===== config.mk =====
export PLATFORM = sky130hd
export DESIGN_NAME = scan_disk_scheduler_flat
export DESIGN_NICKNAME = d
export VERILOG_FILES = /design/src/design/sds_pkg.sv /design/src/design/sds_req_if.sv /design/src/design/sds_res_if.sv /design/src/design/sds_store.sv /design/src/design/sds_alu.sv /design/src/design/scan_disk_scheduler.sv /design/src/flat_wrapper.sv
export SDC_FILE = /design/constraint.sdc
export NUM_CORES = 1
export LEC_CHECK = 0
export BUFFER_PORTS_ARGS = -buffer_cell sky130_fd_sc_hd__buf_4
export CAP_MARGIN = 20
export CELL_PAD_IN_SITES_DETAIL_PLACEMENT = 0
export CELL_PAD_IN_SITES_GLOBAL_PLACEMENT = 1
export CORE_MARGIN = 2
export CORE_UTILIZATION = 55
export CTS_CLUSTER_SIZE = 30
export DETAILED_ROUTE_END_ITERATION = 10
export PLACE_DENSITY_LB_ADDON = 0.1
export RECOVER_POWER = 50
export SYNTH_ARGS = -nofsm -noshare
export SYNTH_HDL_FRONTEND = slang
export SYNTH_HIERARCHICAL = 1
export SYNTH_SLANG_ARGS = --single-unit
export TNS_END_PERCENT = 30

===== constraint.sdc =====
create_clock -name clk_i -period 15.5 [get_ports clk_i]
set_clock_uncertainty 0.05 [all_clocks]
set_input_delay 0.775 -clock clk_i [delete_from_list [all_inputs] [get_ports clk_i]]
set_output_delay 0.775 -clock clk_i [all_outputs]
set_load 0.05 [all_outputs]

===== src/design/sds_pkg.sv =====
// sds_pkg: shared constants, types and codes of the SCAN disk scheduler.
// No dependencies; imported by the interfaces and every module.
package sds_pkg;

  localparam int MAX_REQUESTS = 32;
  localparam int CYL_BITS     = 16;
  localparam int SEEK_W       = 22;
  localparam int COUNT_W      = 17;
  localparam int IDX_W        = (MAX_REQUESTS > 1) ? $clog2(MAX_REQUESTS) : 1;
  localparam int CNT_W        = $clog2(MAX_REQUESTS + 1);

  localparam int CFG_IDX_W  = 2;
  localparam int CFG_DATA_W = COUNT_W;

  // configuration register indexes
  localparam logic [CFG_IDX_W-1:0] CFG_START_HEAD = 2'd0;
  localparam logic [CFG_IDX_W-1:0] CFG_CYL_COUNT  = 2'd1;
  localparam logic [CFG_IDX_W-1:0] CFG_SWEEP_UP   = 2'd2;

  localparam logic [COUNT_W-1:0] CYL_COUNT_RST = COUNT_W'(200);

  typedef enum logic [3:0] {
    S_IDLE,
    S_INS,
    S_INS_CMP,
    S_RUN_INIT,
    S_SPLIT,
    S_SPLIT_CMP,
    S_EMIT,
    S_CALC,
    S_OUT
  } state_e;

  typedef enum logic [1:0] {
    PH_RUN_A,
    PH_TURN,
    PH_RUN_B
  } phase_e;

  typedef struct packed {
    logic                we;
    logic [IDX_W-1:0]    waddr;
    logic [CYL_BITS-1:0] wdata;
    logic [IDX_W-1:0]    raddr;
  } mem_req_t;

  typedef struct packed {
    logic                gt;
    logic                lt;
    logic [CYL_BITS-1:0] delta;
  } alu_res_t;

endpackage


===== src/design/sds_req_if.sv =====
// sds_req_if: request channel (one cylinder request per transfer).
// Depends on sds_pkg.
interface sds_req_if import sds_pkg::*; ();
  logic                valid;
  logic                ready;
  logic [CYL_BITS-1:0] cylinder;
  logic                last;

  modport source (output valid, cylinder, last, input ready);
  modport sink   (input valid, cylinder, last, output ready);
endinterface


===== src/design/sds_res_if.sv =====
// sds_res_if: result channel (one serviced position per transfer).
// Depends on sds_pkg.
interface sds_res_if import sds_pkg::*; ();
  logic                valid;
  logic                ready;
  logic [CYL_BITS-1:0] position;
  logic                edge_visit;
  logic [SEEK_W-1:0]   seek_total;
  logic                dropped;
  logic                final_res;

  modport source (output valid, position, edge_visit, seek_total, dropped, final_res,
                  input ready);
  modport sink   (input valid, position, edge_visit, seek_total, dropped, final_res,
                  output ready);
endinterface


===== src/design/sds_store.sv =====
// sds_store: request store, one write and one registered read per cycle.
// Depends on sds_pkg.
module sds_store import sds_pkg::*; (
  input  logic                clk_i,
  input  mem_req_t            req_i,
  output logic [CYL_BITS-1:0] rdata_o
);

  logic [CYL_BITS-1:0] mem [MAX_REQUESTS];
  logic [CYL_BITS-1:0] rdata_q;

  always_ff @(posedge clk_i) begin
    if (req_i.we) begin
      mem[req_i.waddr] <= req_i.wdata;
    end
    rdata_q <= mem[req_i.raddr];
  end

  assign rdata_o = rdata_q;

endmodule


===== src/design/sds_alu.sv =====
// sds_alu: shared compare / distance unit (one subtract).
// Depends on sds_pkg.
module sds_alu import sds_pkg::*; (
  input  logic [CYL_BITS-1:0] a_i,
  input  logic [CYL_BITS-1:0] b_i,
  output alu_res_t            res_o
);

  logic [CYL_BITS:0] diff;

  assign diff        = {1'b0, a_i} - {1'b0, b_i};
  assign res_o.lt    = diff[CYL_BITS];
  assign res_o.gt    = !diff[CYL_BITS] && (diff[CYL_BITS-1:0] != '0);
  // negate when a < b to get |a - b|
  assign res_o.delta = diff[CYL_BITS] ? (CYL_BITS'(0) - diff[CYL_BITS-1:0])
                                      : diff[CYL_BITS-1:0];

endmodule


===== src/design/scan_disk_scheduler.sv =====
// scan_disk_scheduler: SCAN (elevator) disk scheduler top level.
// Depends on sds_pkg, sds_req_if, sds_res_if, sds_store, sds_alu.
//
//  channel  | dir | payload                                         | handshake
//  ---------+-----+-------------------------------------------------+-------------
//  req      | in  | cylinder[15:0], last                            | valid/ready
//  res      | out | position[15:0], edge_visit, seek_total[21:0],   | valid/ready
//           |     | dropped, final_res                              |
//  cfg      | in  | cfg_idx_i[1:0], cfg_data_i[16:0]                | cfg_we_i
//
// Sequence: a request transfer is followed by an insertion walk through the
//   store that moves k larger entries up one slot each (k = 0..31).
// A request flagged last then starts the run: the stored requests below/above the
//   head are read and compared to find the split point, then each result, with an
//   edge visit at the turnaround, is read, added to the seek total and held until the sink takes it.
//   All compares and the seek distance go through the single sds_alu subtractor.
// Reset clears config to defaults and empties the batch; the store itself
//   is not cleared (only entries below the count are ever used).
// req.ready is high only while idle; one result is offered at a time.
module scan_disk_scheduler import sds_pkg::*; (
  input  logic                  clk_i,
  input  logic                  rst_ni,
  input  logic                  cfg_we_i,
  input  logic [CFG_IDX_W-1:0]  cfg_idx_i,
  input  logic [CFG_DATA_W-1:0] cfg_data_i,
  sds_req_if.sink               req,
  sds_res_if.source             res
);

  // config registers
  logic [CYL_BITS-1:0] start_head_q;
  logic [COUNT_W-1:0]  cyl_count_q;
  logic                sweep_up_q;

  // sequencer state
  state_e              state_q, state_d;
  phase_e              phase_q, phase_d;
  logic [CNT_W-1:0]    count_q, count_d;
  logic                ovf_q, ovf_d;
  logic [CNT_W-1:0]    idx_q, idx_d;       // insertion slot
  logic [CNT_W-1:0]    split_q, split_d;
  logic [CNT_W-1:0]    ptr_q, ptr_d;
  logic [CYL_BITS-1:0] cyl_q, cyl_d;
  logic                last_q, last_d;
  logic [CYL_BITS-1:0] head_q, head_d;     // doubles as result position
  logic [SEEK_W-1:0]   seek_q, seek_d;
  logic                src_mem_q, src_mem_d;
  logic                is_edge_q, is_edge_d;
  logic                final_q, final_d;

  // datapath helpers
  logic [CYL_BITS-1:0] hi_edge;
  logic [COUNT_W-1:0]  cnt_m1;
  logic [CYL_BITS-1:0] alu_a, alu_b;
  alu_res_t            alu;
  mem_req_t            mem_req;
  logic [CYL_BITS-1:0] rdata;
  logic [CYL_BITS-1:0] pos;
  logic [SEEK_W:0]     seek_sum;
  logic                req_xfer, res_xfer;
  logic                asc, run_done, below;

  sds_store u_store (
    .clk_i   (clk_i),
    .req_i   (mem_req),
    .rdata_o (rdata)
  );

  sds_alu u_alu (
    .a_i   (alu_a),
    .b_i   (alu_b),
    .res_o (alu)
  );

  assign req_xfer = req.valid && req.ready;
  assign res_xfer = res.valid && res.ready;

  // high edge: count - 1, zero count treated as one, saturated to the cylinder range
  assign cnt_m1 = cyl_count_q - COUNT_W'(1);
  always_comb begin
    if (cyl_count_q == '0) begin
      hi_edge = '0;
    end else if (cnt_m1 > COUNT_W'({CYL_BITS{1'b1}})) begin
      hi_edge = '1;
    end else begin
      hi_edge = cnt_m1[CYL_BITS-1:0];
    end
  end

  // run direction: first run follows sweep_up, second run the other way
  assign asc      = ((phase_q == PH_RUN_A) == sweep_up_q);
  assign run_done = asc ? (ptr_q == count_q) : (ptr_q == '0);
  assign below    = sweep_up_q ? alu.lt : !alu.gt;
  assign pos      = src_mem_q ? rdata : (sweep_up_q ? hi_edge : '0);
  assign seek_sum = {1'b0, seek_q} + (SEEK_W + 1)'(alu.delta);

  // config writes
  always_ff @(posedge clk_i or negedge rst_ni) begin
    if (!rst_ni) begin
      start_head_q <= '0;
      cyl_count_q  <= CYL_COUNT_RST;
      sweep_up_q   <= 1'b1;
    end else if (cfg_we_i) begin
      case (cfg_idx_i)
        CFG_START_HEAD: start_head_q <= cfg_data_i[CYL_BITS-1:0];
        CFG_CYL_COUNT:  cyl_count_q  <= cfg_data_i[COUNT_W-1:0];
        CFG_SWEEP_UP:   sweep_up_q   <= cfg_data_i[0];
        default: ;
      endcase
    end
  end

  // next state
  always_comb begin
    state_d = state_q;
    case (state_q)
      S_IDLE: begin
        if (req_xfer) state_d = S_INS;
      end
      S_INS: begin
        if (count_q == CNT_W'(MAX_REQUESTS) || idx_q == '0) begin
          state_d = last_q ? S_RUN_INIT : S_IDLE;
        end else begin
          state_d = S_INS_CMP;
        end
      end
      S_INS_CMP: begin
        if (alu.gt) begin
          state_d = (idx_q == CNT_W'(1)) ? S_INS : S_INS_CMP;
        end else begin
          state_d = last_q ? S_RUN_INIT : S_IDLE;
        end
      end
      S_RUN_INIT: state_d = S_SPLIT;
      S_SPLIT: begin
        state_d = (split_q == count_q) ? S_EMIT : S_SPLIT_CMP;
      end
      S_SPLIT_CMP: begin
        state_d = below ? S_SPLIT : S_EMIT;
      end
      S_EMIT: begin
        if (phase_q == PH_TURN || !run_done) begin
          state_d = S_CALC;
        end else if (phase_q == PH_RUN_B) begin
          state_d = S_IDLE;   // unreachable: the last result ends the run
        end
      end
      S_CALC: state_d = S_OUT;
      S_OUT: begin
        if (res_xfer) state_d = final_q ? S_IDLE : S_EMIT;
      end
      default: state_d = S_IDLE;
    endcase
  end

  // datapath and store control
  always_comb begin
    phase_d   = phase_q;
    count_d   = count_q;
    ovf_d     = ovf_q;
    idx_d     = idx_q;
    split_d   = split_q;
    ptr_d     = ptr_q;
    cyl_d     = cyl_q;
    last_d    = last_q;
    head_d    = head_q;
    seek_d    = seek_q;
    src_mem_d = src_mem_q;
    is_edge_d = is_edge_q;
    final_d   = final_q;
    alu_a     = '0;
    alu_b     = '0;
    mem_req   = '0;

    case (state_q)
      S_IDLE: begin
        alu_a = req.cylinder;
        alu_b = hi_edge;
        if (req_xfer) begin
          cyl_d  = alu.gt ? hi_edge : req.cylinder;
          last_d = req.last;
          idx_d  = count_q;
        end
      end
      S_INS: begin
        if (count_q == CNT_W'(MAX_REQUESTS)) begin
          ovf_d = 1'b1;
        end else if (idx_q == '0) begin
          mem_req.we    = 1'b1;
          mem_req.waddr = '0;
          mem_req.wdata = cyl_q;
          count_d       = count_q + CNT_W'(1);
        end else begin
          mem_req.raddr = IDX_W'(idx_q - CNT_W'(1));
        end
      end
      S_INS_CMP: begin
        alu_a         = rdata;
        alu_b         = cyl_q;
        mem_req.we    = 1'b1;
        mem_req.waddr = IDX_W'(idx_q);
        if (alu.gt) begin
          // shift the larger entry up one slot, fetch the next one down
          mem_req.wdata = rdata;
          idx_d         = idx_q - CNT_W'(1);
          mem_req.raddr = IDX_W'(idx_q - CNT_W'(2));
        end else begin
          mem_req.wdata = cyl_q;
          count_d       = count_q + CNT_W'(1);
        end
      end
      S_RUN_INIT: begin
        alu_a   = start_head_q;
        alu_b   = hi_edge;
        head_d  = alu.gt ? hi_edge : start_head_q;
        seek_d  = '0;
        split_d = '0;
      end
      S_SPLIT: begin
        mem_req.raddr = IDX_W'(split_q);
        if (split_q == count_q) begin
          ptr_d   = split_q;
          phase_d = PH_RUN_A;
        end
      end
      S_SPLIT_CMP: begin
        alu_a = rdata;
        alu_b = head_q;
        if (below) begin
          split_d = split_q + CNT_W'(1);
        end else begin
          ptr_d   = split_q;
          phase_d = PH_RUN_A;
        end
      end
      S_EMIT: begin
        if (phase_q == PH_TURN) begin
          src_mem_d = 1'b0;
          is_edge_d = 1'b1;
          phase_d   = PH_RUN_B;
          ptr_d     = split_q;
          final_d   = sweep_up_q ? (split_q == '0) : (split_q == count_q);
        end else if (run_done) begin
          if (phase_q == PH_RUN_A) begin
            phase_d = PH_TURN;
          end else begin
            count_d = '0;
            ovf_d   = 1'b0;
          end
        end else begin
          mem_req.raddr = asc ? IDX_W'(ptr_q) : IDX_W'(ptr_q - CNT_W'(1));
          ptr_d         = asc ? (ptr_q + CNT_W'(1)) : (ptr_q - CNT_W'(1));
          src_mem_d     = 1'b1;
          is_edge_d     = 1'b0;
          final_d       = (phase_q == PH_RUN_B) &&
                          (asc ? (ptr_q + CNT_W'(1) == count_q) : (ptr_q == CNT_W'(1)));
        end
      end
      S_CALC: begin
        alu_a  = pos;
        alu_b  = head_q;
        head_d = pos;
        seek_d = seek_sum[SEEK_W] ? '1 : seek_sum[SEEK_W-1:0];
      end
      S_OUT: begin
        if (res_xfer && final_q) begin
          count_d = '0;
          ovf_d   = 1'b0;
        end
      end
      default: ;
    endcase
  end

  // channel outputs
  assign req.ready      = (state_q == S_IDLE);
  assign res.valid      = (state_q == S_OUT);
  assign res.position   = head_q;
  assign res.edge_visit = is_edge_q;
  assign res.seek_total = seek_q;
  assign res.dropped    = ovf_q;
  assign res.final_res  = final_q;

  // control registers
  always_ff @(posedge clk_i or negedge rst_ni) begin
    if (!rst_ni) begin
      state_q <= S_IDLE;
      phase_q <= PH_RUN_A;
      count_q <= '0;
      ovf_q   <= 1'b0;
    end else begin
      state_q <= state_d;
      phase_q <= phase_d;
      count_q <= count_d;
      ovf_q   <= ovf_d;
    end
  end

  // payload registers
  always_ff @(posedge clk_i) begin
    idx_q     <= idx_d;
    split_q   <= split_d;
    ptr_q     <= ptr_d;
    cyl_q     <= cyl_d;
    last_q    <= last_d;
    head_q    <= head_d;
    seek_q    <= seek_d;
    src_mem_q <= src_mem_d;
    is_edge_q <= is_edge_d;
    final_q   <= final_d;
  end

  // checks
  a_count_range: assert property (@(posedge clk_i) disable iff (!rst_ni)
    count_q <= CNT_W'(MAX_REQUESTS))
    else $error("request count above capacity");

  a_req_starts_insert: assert property (@(posedge clk_i) disable iff (!rst_ni)
    req_xfer |=> (state_q == S_INS))
    else $error("request transfer did not start insertion");

  a_final_clears: assert property (@(posedge clk_i) disable iff (!rst_ni)
    (res_xfer && final_q) |=> (count_q == '0 && !ovf_q && state_q == S_IDLE))
    else $error("batch not cleared after final result");

  a_ptr_range: assert property (@(posedge clk_i) disable iff (!rst_ni)
    (state_q == S_EMIT) |-> (ptr_q <= count_q && split_q <= count_q))
    else $error("emit pointer outside stored requests");

endmodule

===== src/flat_wrapper.sv =====
// flat-port wrapper written by rule: the top's interface ports become plain ports
module scan_disk_scheduler_flat import sds_pkg::*;
  (clk_i, rst_ni, cfg_we_i, cfg_idx_i, cfg_data_i, req_valid, req_cylinder, req_last, req_ready, res_valid, res_position, res_edge_visit, res_seek_total, res_dropped, res_final_res, res_ready);
  sds_req_if req_i ();
  sds_res_if res_i ();
  input  logic clk_i;
  input  logic rst_ni;
  input  logic cfg_we_i;
  input  logic [CFG_IDX_W-1:0] cfg_idx_i;
  input  logic [CFG_DATA_W-1:0] cfg_data_i;
  input wire logic [$bits(req_i.valid)-1:0] req_valid;
  input wire logic [$bits(req_i.cylinder)-1:0] req_cylinder;
  input wire logic [$bits(req_i.last)-1:0] req_last;
  output wire logic [$bits(req_i.ready)-1:0] req_ready;
  output wire logic [$bits(res_i.valid)-1:0] res_valid;
  output wire logic [$bits(res_i.position)-1:0] res_position;
  output wire logic [$bits(res_i.edge_visit)-1:0] res_edge_visit;
  output wire logic [$bits(res_i.seek_total)-1:0] res_seek_total;
  output wire logic [$bits(res_i.dropped)-1:0] res_dropped;
  output wire logic [$bits(res_i.final_res)-1:0] res_final_res;
  input wire logic [$bits(res_i.ready)-1:0] res_ready;
  assign req_i.valid = req_valid;
  assign req_i.cylinder = req_cylinder;
  assign req_i.last = req_last;
  assign req_ready = req_i.ready;
  assign res_valid = res_i.valid;
  assign res_position = res_i.position;
  assign res_edge_visit = res_i.edge_visit;
  assign res_seek_total = res_i.seek_total;
  assign res_dropped = res_i.dropped;
  assign res_final_res = res_i.final_res;
  assign res_i.ready = res_ready;
  scan_disk_scheduler u_core (.clk_i(clk_i), .rst_ni(rst_ni), .cfg_we_i(cfg_we_i), .cfg_idx_i(cfg_idx_i), .cfg_data_i(cfg_data_i), .req(req_i), .res(res_i));
endmodule

==> reports/metrics.cfg <==
[run_status]
status = finished, violations left
failed_checks = max-capacitance violations, max-slew violations

[global_routing]
grt_overflow_total = 0
antenna_found_initial = 1
grt_usage_pct = 28.2
grt_max_degree = 131
grt_pass1_wl_um = 119000
grt_pass1_vias = 18593

[logic_synthesis]
post-synth-top-area-cell = edfxtp_1
synth_common_cells = 588 x edfxtp_1, 263 x mux2i_1, 126 x nand2_1
syn-cell-area_mm2 = 0.0302
synth_cells = 2208
yosysUniqueCellTypes = 89
yosysWarnings = 6
ys_seq_area_share_pct = 63.3
synth_ff_type = edfxtp_1
postSynth.asyncResetShare_pct = 7.22
synth-seq-cells = 651
netlist.area_leader.share_pct = 58.4
syn_avg_cell_area_um2 = 13.7
synth_edf_count = 588
synth.most_common_cell = edfxtp_1
yosys-top-cells-area = edfxtp_1 58%, mux2i_1 8.7%, dfrtp_1 3.6%
syn_nets = 2299

[cts]
cts_made_buffers = 68
ctsLongestPathBuffers = 3
post_cts_buffers = 0
cts_root_buf = clkbuf_16
cts_tree = built
clk_pin_slew_worst_paths_ns = 0.06
post_cts_resized = 0
clock_latency_ns = 0.62
cts_max_level = 3
cts_sinks = 651
hold_buffers = 0

[drt]
post-route-drc-count = 0
route.met3.wl_um = 5470
dr_wl_met2_um = 38700
wl_met1_um = 33100
drt_pre_antenna_iters = 6
wire_per_inst_um = 26.2
vias_per_cell = 6.30
vias = 19189
dr.first_iter.drc_count = 2007
highest_layer = met5
ant_nets = 0
wl_um = 79900

[critical_path]
critPathMaxStageDelay_ns = 1.80
cp_max_fo = 65
required_ns = 15.93
path_delay_family = buffers and inverters
r2r_cells = 27
crit_arrival_ns = 11.28
cp-end-kind = flip-flop
critPathKind = flip-flop to flip-flop
r2r-start = u_core/state_q[0]
cp_slowest_cell = clkbuf_1
r2r_end = u_core/u_store/rdata_o[2]
cp.buffers_inverters = 7
r2r_slack_ns = 4.65
crit_path_frequent_cell = buf_4
cp-start-kind = flip-flop

[floorplanning]
dieArea_mm2 = 0.0569
die_w_um = 238
io_pins = 84
dieHeight_um = 238
core_mm2 = 0.0541
start_util_pct = 55.9
rows = 85

[place]
place.detailed.hpwl_um = 51000
place_congestion = 0.895
io_buffers = 83

[sta]
finalCritPeriodShare_pct = 70.0
hold_viol = 0
drv_slew = 218
timing.final.crit_period_ns = 10.85
rsz0062_at_grt = false
slew_headroom_pct = -77.9
tns_ns = 0
fmax_mhz = 92.1
setup-violations-final = 0
worst_slew_pin_slew_ns = 2.67

[layout]
drive_gt1_share_pct = 11.3
num-nets-final = 2388
fillers = 4201
antenna_cells = 0
areaGrowthSynthToFinish_pct = 10.9

[hold_path]
hold_class = input pin to flip-flop
whs_path_depth = 2
min_to = u_core/state_q[3]
hold_start = res_ready

[run]
drv_cap = 10

flip-flops by register name, indices dropped and copies added, names as in the netlist, 16 cells and up:
signal / flops
u_core/cyl_q: 16
u_core/u_store/mem: 512
u_core/start_head_q: 16
u_core/res.position: 16
u_core/u_store/rdata_o: 16
u_core/cyl_count_q: 17
u_core/res.seek_total: 22
kinds of logic after synthesis:
logic type,after synthesis,share of synthesized area [%]
xor+xnor,76,2.20
mux,299,10.0
flops,651,63.3
buf+inv,187,3.40
simple gates,467,7.64
fa+ha+maj,50,2.12
compound gates,478,11.3
worst register-to-register path, cell delays in order, from the launching register on:
cell and delay [ns]:
dfrtp_1 0.55, nand2_1 0.18, nor2_4 0.10, clkbuf_1 1.80, nand2_1 0.12, clkbuf_1 0.92, o21ai_0 0.73, inv_1 0.13
fa_1 0.47, nand2b_1 0.21, a21oi_2 0.23, o2111a_1 0.23, nor2_1 0.06, o2bb2ai_1 0.15, o21ai_1 0.29, inv_1 0.31
a31oi_4 0.22, buf_4 0.50, and2_1 0.35, a22oi_1 0.15, o221ai_4 0.10, buf_4 0.86, buf_4 1.03, mux2i_1 0.34
a22o_1 0.16, nor3_1 0.05, a31oi_1 0.33, nand3_1 0.12
layout make-up:
type,instances,area [µm²],share of cell area (%)
Clock buffer,84,1760,5.25
Clock inverter,39,403,1.20
Inverter,55,206,0.616
Multi-Input combinational cell,1370,10100,30.2
Sequential cell,651,19200,57.1
Tap cell,696,871,2.60
Timing Repair Buffer,151,1010,3.00
how the worst max path moves through the flow:
stage                     depth (start not counted)               from  slack [ns]                          to
after floorplan                                  29  u_core/state_q[0]        7.83   u_core/res.seek_total[10]
after global placement                           28  u_core/state_q[0]        6.20  u_core/u_store/rdata_o[11]
after detailed placement                         28  u_core/state_q[0]        6.21  u_core/u_store/rdata_o[11]
after CTS                                        28  u_core/state_q[0]        6.18  u_core/u_store/rdata_o[11]
after global routing                             27  u_core/state_q[0]        3.84   u_core/u_store/rdata_o[2]
final                                            27  u_core/state_q[0]        4.65   u_core/u_store/rdata_o[2]
per-stage QoR:
| stage | std cells | cell area, µm² | worst slack, ns | utilization, % | hold slack, ns |
|---|---|---|---|---|---|
| CTS | 3037 | 33700 | 6.18 | 62.2 | 0.135 |
| global route | 3046 | 33500 | 3.84 | 61.9 | 0.326 |
| finish | 3046 | 33500 | 4.65 | 61.9 | 0.346 |
| global placement | 2913 | 31500 | 6.20 | 58.1 | 0.471 |
| detailed placement | 2914 | 31500 | 6.21 | 58.2 | 0.458 |
| floorplan | 2208 | 30200 | 7.83 | - | 0.429 |
cells in the final DEF, fill, tap and decap left out, drive strengths merged, types with 13 or more instances in the layout:
cell type / synthesis / layout
a21o: 15 / 15
a21oi: 104 / 104
a222oi: 19 / 19
a22o: 53 / 53
a22oi: 84 / 84
a31oi: 34 / 34
and2: 13 / 13
buf: 68 / 70
clkbuf: 64 / 165
clkinv: 0 / 31
dfrtp: 43 / 43
dfxtp: 16 / 16
edfxtp: 588 / 588
ha: 48 / 48
inv: 55 / 57
mux2: 36 / 36
mux2i: 263 / 263
nand2: 126 / 126
nand2b: 18 / 18
nand3: 51 / 51
nand4: 20 / 20
nor2: 108 / 108
nor3: 40 / 40
nor4: 14 / 14
o211ai: 14 / 14
o21a: 17 / 17
o21ai: 74 / 74
or2: 14 / 14
xnor2: 39 / 39
xor2: 37 / 37
routing by layer:
layer	vias up	GRT usage, %
met5	-	0
met2	737	46.5
met1	9612	38.7
met3	142	4.43
li1	8696	-
met4	2	9.43
Power is left out: the tool's default activity adds up to more than one toggle a clock period on the data nets, which glitch-free logic cannot reach.
